## config.mk

```make
export PLATFORM = sky130hd
export DESIGN_NAME = core_hotplug_load_governor_unit
export DESIGN_NICKNAME = d
export VERILOG_FILES = /design/src/sv/hpgov_pkg.sv /design/src/sv/hpgov_front.sv /design/src/sv/hpgov_queue.sv /design/src/sv/hpgov_back.sv /design/src/sv/core_hotplug_load_governor_unit.sv
export SDC_FILE = /design/constraint.sdc
export NUM_CORES = 2
export LEC_CHECK = 0
export ABC_AREA = 1
export BUFFER_PORTS_ARGS = -buffer_cell sky130_fd_sc_hd__buf_2
export CAP_MARGIN = 20
export CORE_MARGIN = 2
export CORE_UTILIZATION = 45
export CTS_BUF_LIST = sky130_fd_sc_hd__clkbuf_16
export CTS_CLUSTER_DIAMETER = 200
export CTS_CLUSTER_SIZE = 16
export DETAILED_ROUTE_END_ITERATION = 12
export MAX_ROUTING_LAYER = met4
export PLACE_DENSITY_LB_ADDON = 0.2
export SLEW_MARGIN = 20
export SYNTH_ARGS = -nofsm -noshare
export SYNTH_HDL_FRONTEND = slang
export SYNTH_SLANG_ARGS = --single-unit
```

## constraint.sdc

```tcl
create_clock -name clk -period 12.3 [get_ports clk]
set_clock_uncertainty 0.1 [all_clocks]
set_input_delay 1.23 -clock clk [delete_from_list [all_inputs] [get_ports clk]]
set_output_delay 1.23 -clock clk [all_outputs]
set_load 0.03 [all_outputs]
```

## src/sv/hpgov_pkg.sv

```systemverilog
`default_nettype none
// ----------------------------------------------------------------------------
// hpgov_pkg
// Shared types, codes and helpers of the core hotplug load governor.
// ----------------------------------------------------------------------------
package hpgov_pkg;

  localparam int NUM_CORES = 8;
  localparam int CORE_W    = 3;
  localparam int FREQ_W    = 22;
  localparam int CNT_W     = $clog2(NUM_CORES + 1);
  localparam int PROD_W    = 29;
  localparam int SCALED_W  = 30;
  localparam int CFG_IDX_W = 3;
  localparam int CFG_DW    = 22;

  // Command codes on the request channel
  localparam logic [1:0] CMD_SAMPLE = 2'd0;
  localparam logic [1:0] CMD_OFF    = 2'd1;
  localparam logic [1:0] CMD_ON     = 2'd2;

  // Operation codes carried through the queue
  localparam logic [1:0] OP_SAMPLE = 2'd0;
  localparam logic [1:0] OP_OFF    = 2'd1;
  localparam logic [1:0] OP_ON     = 2'd2;

  // Result action codes
  localparam logic [2:0] ACT_NONE     = 3'd0;
  localparam logic [2:0] ACT_UP       = 3'd1;
  localparam logic [2:0] ACT_DOWN     = 3'd2;
  localparam logic [2:0] ACT_ALL_DOWN = 3'd3;
  localparam logic [2:0] ACT_ALL_UP   = 3'd4;

  // Configuration register indexes
  localparam logic [CFG_IDX_W-1:0] REG_UP_PCT     = 3'd0;
  localparam logic [CFG_IDX_W-1:0] REG_DOWN_PCT   = 3'd1;
  localparam logic [CFG_IDX_W-1:0] REG_MAX_ONLINE = 3'd2;
  localparam logic [CFG_IDX_W-1:0] REG_MIN_ONLINE = 3'd3;
  localparam logic [CFG_IDX_W-1:0] REG_TICKS_UP   = 3'd4;
  localparam logic [CFG_IDX_W-1:0] REG_TICKS_DOWN = 3'd5;
  localparam logic [CFG_IDX_W-1:0] REG_MAX_FREQ   = 3'd6;
  localparam logic [CFG_IDX_W-1:0] REG_GOV_ON     = 3'd7;

  localparam logic [NUM_CORES-1:0] ALL_CORES = {NUM_CORES{1'b1}};
  localparam logic [FREQ_W:0]      SLOW_SENTINEL = {(FREQ_W+1){1'b1}};

  typedef struct packed {
    logic [1:0]        cmd;
    logic [CORE_W-1:0] core_index;
    logic [FREQ_W-1:0] freq_khz;
    logic              last_sample;
  } in_item_t;

  typedef struct packed {
    logic [2:0]           action;
    logic [CORE_W-1:0]    target_core;
    logic [NUM_CORES-1:0] online_mask;
    logic [CNT_W-1:0]     online_count;
  } out_item_t;

  typedef struct packed {
    logic [1:0]        op;
    logic [CORE_W-1:0] core;
    logic              core_ok;
    logic              core0;
    logic [FREQ_W-1:0] freq;
    logic              last;
  } q_entry_t;

  typedef struct packed {
    logic [CNT_W-1:0]  max_online;
    logic [CNT_W-1:0]  min_online;
    logic [7:0]        ticks_up;
    logic [7:0]        ticks_down;
    logic              gov_on;
    logic [PROD_W-1:0] up_prod;
    logic [PROD_W-1:0] down_prod;
  } cfg_t;

  function automatic logic [CNT_W-1:0] popcount(input logic [NUM_CORES-1:0] v);
    logic [CNT_W-1:0] n;
    n = '0;
    for (int i = 0; i < NUM_CORES; i++) begin
      n = n + CNT_W'(v[i]);
    end
    return n;
  endfunction

  // x * 100 as shifts and adds
  function automatic logic [SCALED_W-1:0] mul100(input logic [FREQ_W:0] x);
    logic [SCALED_W-1:0] w;
    w = SCALED_W'(x);
    return (w << 6) + (w << 5) + (w << 2);
  endfunction

endpackage
`default_nettype wire

```

## src/sv/hpgov_front.sv

```systemverilog
`default_nettype none
// ----------------------------------------------------------------------------
// hpgov_front
// Classifies incoming requests and pushes them into the queue.
// ----------------------------------------------------------------------------
module hpgov_front (
  input  wire logic                in_valid,
  input  wire hpgov_pkg::in_item_t in_item,
  input  wire logic                q_full,
  output logic                     in_stall,
  output logic                     q_push,
  output hpgov_pkg::q_entry_t      q_wdata
);
  import hpgov_pkg::*;

  logic keep;

  // drop the unused command code here
  always_comb begin
    case (in_item.cmd)
      CMD_SAMPLE: begin keep = 1'b1; q_wdata.op = OP_SAMPLE; end
      CMD_OFF:    begin keep = 1'b1; q_wdata.op = OP_OFF;    end
      CMD_ON:     begin keep = 1'b1; q_wdata.op = OP_ON;     end
      default:    begin keep = 1'b0; q_wdata.op = OP_SAMPLE; end
    endcase
    q_wdata.core    = in_item.core_index;
    q_wdata.core_ok = ({1'b0, in_item.core_index} < (CORE_W+1)'(NUM_CORES));
    q_wdata.core0   = (in_item.core_index == '0);
    q_wdata.freq    = in_item.freq_khz;
    q_wdata.last    = in_item.last_sample;
  end

  assign in_stall = q_full;
  assign q_push   = in_valid && !q_full && keep;

endmodule
`default_nettype wire

```

## src/sv/hpgov_queue.sv

```systemverilog
`default_nettype none
// ----------------------------------------------------------------------------
// hpgov_queue
// Four-entry queue between the front and back parts.
// ----------------------------------------------------------------------------
module hpgov_queue (
  input  wire logic                clk,
  input  wire logic                rst_n,
  input  wire logic                push,
  input  wire hpgov_pkg::q_entry_t wdata,
  input  wire logic                pop,
  output logic                     full,
  output logic                     q_valid,
  output hpgov_pkg::q_entry_t      rdata
);
  import hpgov_pkg::*;

  localparam int DEPTH = 4;
  localparam int PTR_W = $clog2(DEPTH);

  q_entry_t          mem_r [DEPTH];
  logic [PTR_W-1:0]  wr_ptr_r, wr_ptr_nxt;
  logic [PTR_W-1:0]  rd_ptr_r, rd_ptr_nxt;
  logic [PTR_W:0]    cnt_r, cnt_nxt;

  assign full    = (cnt_r == (PTR_W+1)'(DEPTH));
  assign q_valid = (cnt_r != '0);
  assign rdata   = mem_r[rd_ptr_r];

  always_comb begin
    wr_ptr_nxt = push ? wr_ptr_r + 1'b1 : wr_ptr_r;
    rd_ptr_nxt = pop  ? rd_ptr_r + 1'b1 : rd_ptr_r;
    cnt_nxt    = cnt_r + (PTR_W+1)'(push) - (PTR_W+1)'(pop);
  end

  always_ff @(posedge clk) begin
    if (push) begin
      mem_r[wr_ptr_r] <= wdata;
    end
  end

  always_ff @(posedge clk) begin
    if (!rst_n) begin
      wr_ptr_r <= '0;
      rd_ptr_r <= '0;
      cnt_r    <= '0;
    end else begin
      wr_ptr_r <= wr_ptr_nxt;
      rd_ptr_r <= rd_ptr_nxt;
      cnt_r    <= cnt_nxt;
    end
  end

endmodule
`default_nettype wire

```

## src/sv/hpgov_back.sv

```systemverilog
`default_nettype none
// ----------------------------------------------------------------------------
// hpgov_back
// Tracks samples, makes the tick decision and holds the result register.
// ----------------------------------------------------------------------------
module hpgov_back (
  input  wire logic                clk,
  input  wire logic                rst_n,
  input  wire hpgov_pkg::cfg_t     cfg,
  input  wire logic                q_valid,
  input  wire hpgov_pkg::q_entry_t q_rdata,
  output logic                     q_pop,
  output logic                     out_valid,
  output hpgov_pkg::out_item_t     out_item,
  input  wire logic                out_stall
);
  import hpgov_pkg::*;

  logic [NUM_CORES-1:0] online_r, online_nxt;
  logic [7:0]           tick_r, tick_nxt;
  logic                 susp_r, susp_nxt;
  logic [FREQ_W-1:0]    core0_r, core0_nxt;
  logic [FREQ_W:0]      slow_r, slow_nxt;
  logic [CORE_W-1:0]    slow_core_r, slow_core_nxt;
  logic [FREQ_W-1:0]    fast_r, fast_nxt;
  logic                 out_valid_r, out_valid_nxt;
  out_item_t            out_item_r, out_item_nxt;

  logic                 fire;
  logic                 emit;
  logic [2:0]           act;
  logic [CORE_W-1:0]    tgt;
  logic [FREQ_W:0]      slow_m;
  logic [FREQ_W-1:0]    fast_m;
  logic [7:0]           tick_inc;
  logic [CNT_W-1:0]     n_on;
  logic                 up_hit, down_hit;
  logic                 free_found;
  logic [CORE_W-1:0]    free_core;

  assign fire      = q_valid && (!out_valid_r || !out_stall);
  assign q_pop     = fire;
  assign out_valid = out_valid_r;
  assign out_item  = out_item_r;

  // lowest offline core above core 0
  always_comb begin
    free_found = 1'b0;
    free_core  = '0;
    for (int i = 1; i < NUM_CORES; i++) begin
      if (!free_found && !online_r[i]) begin
        free_found = 1'b1;
        free_core  = CORE_W'(i);
      end
    end
  end

  always_comb begin
    online_nxt    = online_r;
    tick_nxt      = tick_r;
    susp_nxt      = susp_r;
    core0_nxt     = core0_r;
    slow_nxt      = slow_r;
    slow_core_nxt = slow_core_r;
    fast_nxt      = fast_r;
    emit          = 1'b0;
    act           = ACT_NONE;
    tgt           = '0;

    // tracker update for an online sample
    if (q_rdata.core_ok && online_r[q_rdata.core]) begin
      if (q_rdata.core0) begin
        core0_nxt = q_rdata.freq;
      end else if ({1'b0, q_rdata.freq} <= slow_r) begin
        slow_nxt      = {1'b0, q_rdata.freq};
        slow_core_nxt = q_rdata.core;
      end else if (q_rdata.freq > fast_r) begin
        fast_nxt = q_rdata.freq;
      end
    end

    // core 0 joins both extremes at the decision
    slow_m   = ({1'b0, core0_nxt} < slow_nxt) ? {1'b0, core0_nxt} : slow_nxt;
    fast_m   = (core0_nxt > fast_nxt) ? core0_nxt : fast_nxt;
    tick_inc = (tick_r == 8'hFF) ? tick_r : tick_r + 8'd1;
    n_on     = popcount(online_r);
    up_hit   = mul100(slow_m) > SCALED_W'(cfg.up_prod);
    down_hit = mul100({1'b0, fast_m} + (FREQ_W+1)'(1)) <= SCALED_W'(cfg.down_prod);

    if (!fire) begin
      online_nxt    = online_r;
      core0_nxt     = core0_r;
      slow_nxt      = slow_r;
      slow_core_nxt = slow_core_r;
      fast_nxt      = fast_r;
    end else begin
      case (q_rdata.op)
        OP_OFF: begin
          online_nxt = NUM_CORES'(1);
          susp_nxt   = 1'b1;
          core0_nxt  = core0_r;
          emit       = 1'b1;
          act        = ACT_ALL_DOWN;
        end
        OP_ON: begin
          online_nxt = ALL_CORES;
          susp_nxt   = 1'b0;
          core0_nxt  = core0_r;
          emit       = 1'b1;
          act        = ACT_ALL_UP;
        end
        default: begin
          if (!cfg.gov_on || susp_r) begin
            // hold trackers; a tick end only reloads them
            core0_nxt     = core0_r;
            slow_nxt      = slow_r;
            slow_core_nxt = slow_core_r;
            fast_nxt      = fast_r;
          end else if (q_rdata.last) begin
            emit     = 1'b1;
            tick_nxt = tick_inc;
            if (up_hit) begin
              if (n_on < cfg.max_online && tick_inc >= cfg.ticks_up) begin
                if (free_found) begin
                  online_nxt[free_core] = 1'b1;
                  act = ACT_UP;
                  tgt = free_core;
                end
                tick_nxt = '0;
              end
            end else if (slow_core_nxt != '0 && down_hit) begin
              if (n_on > cfg.min_online && tick_inc >= cfg.ticks_down) begin
                if (online_r[slow_core_nxt]) begin
                  online_nxt[slow_core_nxt] = 1'b0;
                  act = ACT_DOWN;
                  tgt = slow_core_nxt;
                end
                tick_nxt = '0;
              end
            end
          end
        end
      endcase
      // reload trackers at every tick end and screen event
      if (q_rdata.op != OP_SAMPLE || q_rdata.last) begin
        slow_nxt      = SLOW_SENTINEL;
        slow_core_nxt = '0;
        fast_nxt      = '0;
      end
    end

    out_item_nxt.action       = act;
    out_item_nxt.target_core  = tgt;
    out_item_nxt.online_mask  = online_nxt;
    out_item_nxt.online_count = popcount(online_nxt);

    if (fire && emit) begin
      out_valid_nxt = 1'b1;
    end else if (!out_stall) begin
      out_valid_nxt = 1'b0;
    end else begin
      out_valid_nxt = out_valid_r;
    end
  end

  always_ff @(posedge clk) begin
    if (fire && emit) begin
      out_item_r <= out_item_nxt;
    end
  end

  always_ff @(posedge clk) begin
    if (!rst_n) begin
      online_r    <= ALL_CORES;
      tick_r      <= '0;
      susp_r      <= 1'b0;
      core0_r     <= '0;
      slow_r      <= SLOW_SENTINEL;
      slow_core_r <= '0;
      fast_r      <= '0;
      out_valid_r <= 1'b0;
    end else begin
      online_r    <= online_nxt;
      tick_r      <= tick_nxt;
      susp_r      <= susp_nxt;
      core0_r     <= core0_nxt;
      slow_r      <= slow_nxt;
      slow_core_r <= slow_core_nxt;
      fast_r      <= fast_nxt;
      out_valid_r <= out_valid_nxt;
    end
  end

endmodule
`default_nettype wire

```

## src/sv/core_hotplug_load_governor_unit.sv

```systemverilog
`default_nettype none
// A request goes through the queue and then the result register to out_valid.
// Throughput: one request per cycle unless q_full; the back part retires
//   one queue entry per cycle when the result register is free or being taken.
// A four-entry queue lets the input side keep going while a result is stalled.
// Reset (synchronous, rst_n low): default register values, every core online,
//   tick counter cleared, queue and result register empty.
// ----------------------------------------------------------------------------
// core_hotplug_load_governor_unit
// Decides which cores are online from per-tick frequency samples.
// ----------------------------------------------------------------------------
module core_hotplug_load_governor_unit (
  input  wire logic                                clk,
  input  wire logic                                rst_n,
  input  wire logic                                cfg_we,
  input  wire logic [hpgov_pkg::CFG_IDX_W-1:0]     cfg_index,
  input  wire logic [hpgov_pkg::CFG_DW-1:0]        cfg_wdata,
  input  wire logic                                in_valid,
  input  wire hpgov_pkg::in_item_t                 in_item,
  output logic                                     in_stall,
  output logic                                     out_valid,
  output hpgov_pkg::out_item_t                     out_item,
  input  wire logic                                out_stall
);
  import hpgov_pkg::*;

  // Configuration registers
  logic [6:0]        up_pct_r;
  logic [6:0]        down_pct_r;
  logic [3:0]        max_online_r;
  logic [3:0]        min_online_r;
  logic [7:0]        ticks_up_r;
  logic [7:0]        ticks_down_r;
  logic [FREQ_W-1:0] max_freq_r;
  logic              gov_on_r;

  // Thresholds kept as percent * max frequency; the back part compares
  // 100 * frequency against them, so no division is needed. They are
  // registered from the configuration registers.
  logic [PROD_W-1:0] up_prod_r;
  logic [PROD_W-1:0] down_prod_r;

  cfg_t     cfg;
  logic     q_full;
  logic     q_push;
  q_entry_t q_wdata;
  logic     q_pop;
  logic     q_valid;
  q_entry_t q_rdata;

  always_ff @(posedge clk) begin
    if (!rst_n) begin
      up_pct_r     <= 7'd90;
      down_pct_r   <= 7'd60;
      max_online_r <= 4'd8;
      min_online_r <= 4'd2;
      ticks_up_r   <= 8'd1;
      ticks_down_r <= 8'd1;
      max_freq_r   <= FREQ_W'(2000000);
      gov_on_r     <= 1'b1;
    end else if (cfg_we) begin
      case (cfg_index)
        REG_UP_PCT:     up_pct_r     <= cfg_wdata[6:0];
        REG_DOWN_PCT:   down_pct_r   <= cfg_wdata[6:0];
        REG_MAX_ONLINE: max_online_r <= cfg_wdata[3:0];
        REG_MIN_ONLINE: min_online_r <= cfg_wdata[3:0];
        REG_TICKS_UP:   ticks_up_r   <= cfg_wdata[7:0];
        REG_TICKS_DOWN: ticks_down_r <= cfg_wdata[7:0];
        REG_MAX_FREQ:   max_freq_r   <= cfg_wdata[FREQ_W-1:0];
        REG_GOV_ON:     gov_on_r     <= cfg_wdata[0];
        default: ;
      endcase
    end
  end

  // Recompute thresholds every cycle from the current registers
  always_ff @(posedge clk) begin
    up_prod_r   <= PROD_W'(up_pct_r) * PROD_W'(max_freq_r);
    down_prod_r <= PROD_W'(down_pct_r) * PROD_W'(max_freq_r);
  end

  always_comb begin
    cfg.max_online = CNT_W'(max_online_r);
    cfg.min_online = CNT_W'(min_online_r);
    cfg.ticks_up   = ticks_up_r;
    cfg.ticks_down = ticks_down_r;
    cfg.gov_on     = gov_on_r;
    cfg.up_prod    = up_prod_r;
    cfg.down_prod  = down_prod_r;
  end

  // Front: classify each request, drop unused commands
  hpgov_front u_front (
    .in_valid (in_valid),
    .in_item  (in_item),
    .q_full   (q_full),
    .in_stall (in_stall),
    .q_push   (q_push),
    .q_wdata  (q_wdata)
  );

  // Queue: decouple the front from the back
  hpgov_queue u_queue (
    .clk     (clk),
    .rst_n   (rst_n),
    .push    (q_push),
    .wdata   (q_wdata),
    .pop     (q_pop),
    .full    (q_full),
    .q_valid (q_valid),
    .rdata   (q_rdata)
  );

  // Back: track, decide, hold the result
  hpgov_back u_back (
    .clk       (clk),
    .rst_n     (rst_n),
    .cfg       (cfg),
    .q_valid   (q_valid),
    .q_rdata   (q_rdata),
    .q_pop     (q_pop),
    .out_valid (out_valid),
    .out_item  (out_item),
    .out_stall (out_stall)
  );

endmodule
`default_nettype wire

```

Yosys cells after proc, flatten, opt, wreduce, memory -nomap -nowiden
Memories as Yosys holds them, arrays and structs flattened. A register that Yosys moved wholly into a read port is not among the register bits.
Index checks and enable logic that the tools add are counted.
Widths: inputs -> output; s select.

storage, ports and cells
  memories kept = 1
  input port bits = 58
  bits in writable memories = 116
  output and inout port bits = 20
  register bits = 232

cells by class
  bitwise logic cells = 7
  add/sub/neg operators = 24
  reduce and logical (&&, ||, !) cells = 56
  multipliers = 2
  $lt $le $gt $ge = 15
  equal/unequal tests = 15
  muxes and demuxes = 88

memories
  name           depth  bits a word  rd ports  clocked after memory_dff  wr ports  line               source
  u_queue.mem_r  4      29           1         1                         1         hpgov_queue.sv:21  q_entry_t mem_r [DEPTH];

operators with widths
  cell                   count
  $mux 22                10
  $mux 23                7
  $mux 8                 14
  $mux 3                 24
  $add 29x28->30         2
  $add 30x25->30         2
  $mul 7x22->29          2
  $add 4x1->4            12
  $gt 22x22->1           2
  $gt 30x29->1           1
  $le 30x29->1           1
  $add 22x1->23 const B  1
  $le 22x23->1           1
  $lt 22x23->1           1
  $mux 1                 22
  $reduce_and 2->1       10
  $ge 8x8->1             2
  $pmux 8 s2             1
  $eq 3x3->1 const B     5
  $logic_and 1x1->1      15
  $logic_not 1->1        15
  $lt 3x4->1 const B     3
  $add 8x1->8 const B    1
  $and 8x8->8            1
  34 further kinds       52

Logic depth before layout (Yosys ltp)
  depth in word-level cells = 37
  mapped depth = 80
  mapped depth without buffers = 75

Hierarchy
Synthesis repeated with hierarchy kept, for this count alone.

unflattened totals
  cells, all modules = 4730
  area total of the unflattened synthesis = 34291.6 um^2

by module, submodules not included
  module                           cells an instance  times used  seq. area each (um^2)  area each (um^2)
  core_hotplug_load_governor_unit  2104               1           2382.3                 14458.9
  hpgov_back                       2179               1           2302.2                 14428.8
  hpgov_queue                      405                1           3783.6                 5138.7
  hpgov_front                      42                 1           0.0                    265.3

Worst setup path before layout
OpenSTA, ideal clock, no wires.

  kind = register to register
  start = reg with a tool-made name
  end = reg u_back.out_item_r (netlist bit u_back.out_item[1]) (data pin)
  data arrival time = 10.881 ns
  setup time = 0.269 ns
  cell stages (with the launch flop) = 70
  path buffers = 7
  path slack = 1.050 ns
  data required time = 11.931 ns
  cells stage by stage = dfxtp_1 inv_2 buf_4 buf_2 buf_2 a21oi_1 a32oi_1 ha_1 nand2_1 nor2_1 nand2_1 nor2_1 nand2_1 nand3_1 nand2_1 nor2_4 nand3_4 buf_6 (+34 left out) inv_1 a211oi_1 nand2_1 nand2_1 nand3_1 nor2_1 nand4_1 nand2_1 nand2_1 nand2_1 inv_1 ha_1 inv_1 fa_1 fa_1 fa_1 inv_1 fa_1

RTL lines
  element                 line               source
  end signal: assignment  hpgov_back.sv:168  out_item_r <= out_item_nxt;
  end: declaration        hpgov_back.sv:27   out_item_t out_item_r, out_item_nxt;

==> out/results.tsv <==
metric	value	unit
status	completed	
ant_nets	0	
num-fill-cells	6921	
syn-mean-instance-area	7.74	um2
maxCapViolations	0	
grtUsageTotal	0.241	
portBuffers	77	
synth.most_common_cell	nand2_1	
grt_max_degree	62	
ys_seq_area_frac	0.261	
synthFlopType	dfxtp_1	
end_kind	flip-flop	
wl_per_cell	16.7	um
numCtsBuffers	25	
drc	0	
coreArea	70300	um2
synth_top_area_cell	fa_1	
synth_edf_count	134	
synth_common_cells	nand2_1, inv_1, ha_1, a21oi_1, fa_1	
path_max_fanout	36	
fin_util	0.493	
hpwl	66200	um
antenna_cells	0	
routed_wirelength	85800	um
cts-root-buf	clkbuf_16	
ys_types	62	
synth_area_leaders	fa_1, dfxtp_1, nand2_1	
clkTransAtPathRegs	90	ps
relSlewSlack	0.258	
cp.required	12520	ps
tightest_slew	1110	ps
antenna_found_initial	0	
postCtsHoldBufs	0	
crit_type	reg2reg	
vias_per_cell	5.22	
overflow	0	
synthArstFlopShare	0	
cp_slowest_cell	fa_1	
yosys_warnings	0	
hold_class	reg2reg	
die_w	271	um
nNetsFinal	4827	
tritoncts	done	
initial_utilization	0.455	
synth-seq-cells	350	
max_freq	87.7	MHz
synth_top_area_frac	0.149	
clock_latency	600	ps
setup-tns-final	0	ps
worst_setup_path_start_kind	flip-flop	
max_stage_delay	490	ps
cts_max_level	1	
grt_pass1_wl	139000	um
first_iter_violations	1864	
synthesis.area	32000	um2
whs	358	ps
clock_sink_count	350	
area_delta_synth_final	8.30	%
finalSetupViolations	0	
gp_congestion	0.956	
hold_violations	0	
cts.path.max_buffers	3	
min_period_over_period	0.927	
syn_inst	4133	
vias	26800	
num_io_pins	78	
grt_pass1_vias	26000	
fin_crit	11400	ps
die_y	271	um
crit_top_cell	nand2_1	
arrival	11620	ps
drv_slew	0	
rows	97	
final_layout_size_suffix_gt1_frac	0.0816	
firstDrtPassIters	6	
die_area	73300	um2
sequential cells by signal (all words and copies together), names as in the netlist, 2 cells and up, named ones only:
name                flops
u_back.tick_r           8
u_back.out_item        18
u_back.online_r         8
down_pct_r              7
up_pct_r                7
max_freq_r             22
u_queue.wr_ptr_r        2
up_prod_r              29
u_back.fast_r          22
u_queue.mem_r         116
ticks_up_r              8
down_prod_r            29
u_back.slow_core_r      3
u_back.core0_r         22
ticks_down_r            8
min_online_r            4
u_back.slow_r          23
u_queue.cnt_r           3
max_online_r            4
u_queue.rd_ptr_r        2
cell usage in the layout, fill, tap and decap left out, types with 39 or more instances in the layout:
master / n
nand2_1: 1127
inv_1: 672
ha_1: 336
a21oi_1: 294
fa_1: 238
dfxtp_1: 215
nor2_1: 184
o21ai_0: 175
nand3_1: 157
edfxtp_1: 134
buf_4: 85
buf_2: 76
xor2_1: 73
nand4_1: 63
xnor2_1: 39
cell families after synthesis:
family	synth area share
compound gates	0.113
xor+xnor	0.0330
fa+ha+maj	0.281
buf+inv	0.101
flops	0.261
mux	0.000352
other cells	0.000117
simple gates	0.211
timing repair:
| item | CTS | global route |
|---|---|---|
| endpoints found under the setup margin | 0 | 4 |
| resized for setup | 0 | 61 |
| setup buffers | 0 | 4 |
| endpoints found under the hold margin | 0 | 0 |
routing by layer:
metal | share of wire | up-vias | global-route usage
li1 | - | 13400 | -
met5 | 0 | - | -
met2 | 0.45 | 690 | 0.378
met1 | 0.47 | 12600 | 0.332
met4 | 0.033 | 0 | 0.0667
met3 | 0.050 | 147 | 0.0223
layout make-up:
cell class | count | area, um2 | share of cell area
Timing Repair inverter | 1 | 7.51 | 0.000217
Inverter | 690 | 2600 | 0.0750
Multi-Input combinational cell | 2956 | 20700 | 0.597
Clock inverter | 12 | 45.0 | 0.00130
Timing Repair Buffer | 170 | 1180 | 0.0341
Sequential cell | 350 | 8350 | 0.241
Clock buffer | 25 | 626 | 0.0181
Tap cell | 940 | 1180 | 0.0339
through the flow:
stage / setup WS, ps / std cells / area (um2)
6_report: 900 / 5144 / 34700
5_1_grt: -31.4 / 5144 / 34700
4_1_cts: 21.7 / 5139 / 34300
3_5_place_dp: 47.7 / 5102 / 33700
3_3_place_gp: 182 / 5102 / 33700
2_1_floorplan: 1050 / 4135 / 32000
critical path, delay by kind of cell (launching register included):
family	cells	cell delay [ps]
flops	1	350
compound gates	9	1280
buf+inv	10	1170
xor+xnor	2	350
fa+ha+maj	10	3720
simple gates	34	4080
path summary, 6_finish.rpt:
kind	startpoint	endpoint	slack (ps)	cells past startpoint
hold / removal	u_queue.rd_ptr_r[1]$_SDFFE_PN0P_	flip-flop	360	2
setup reg to reg	flip-flop	u_back.out_item[1]$_DFFE_PP_	900	65
setup / recovery	flip-flop	u_back.out_item[1]$_DFFE_PP_	900	65
hold reg to reg	u_queue.rd_ptr_r[1]$_SDFFE_PN0P_	flip-flop	360	2
Power is left out: the tool's default activity adds up to more than one toggle a clock period on the data nets, which glitch-free logic cannot reach.
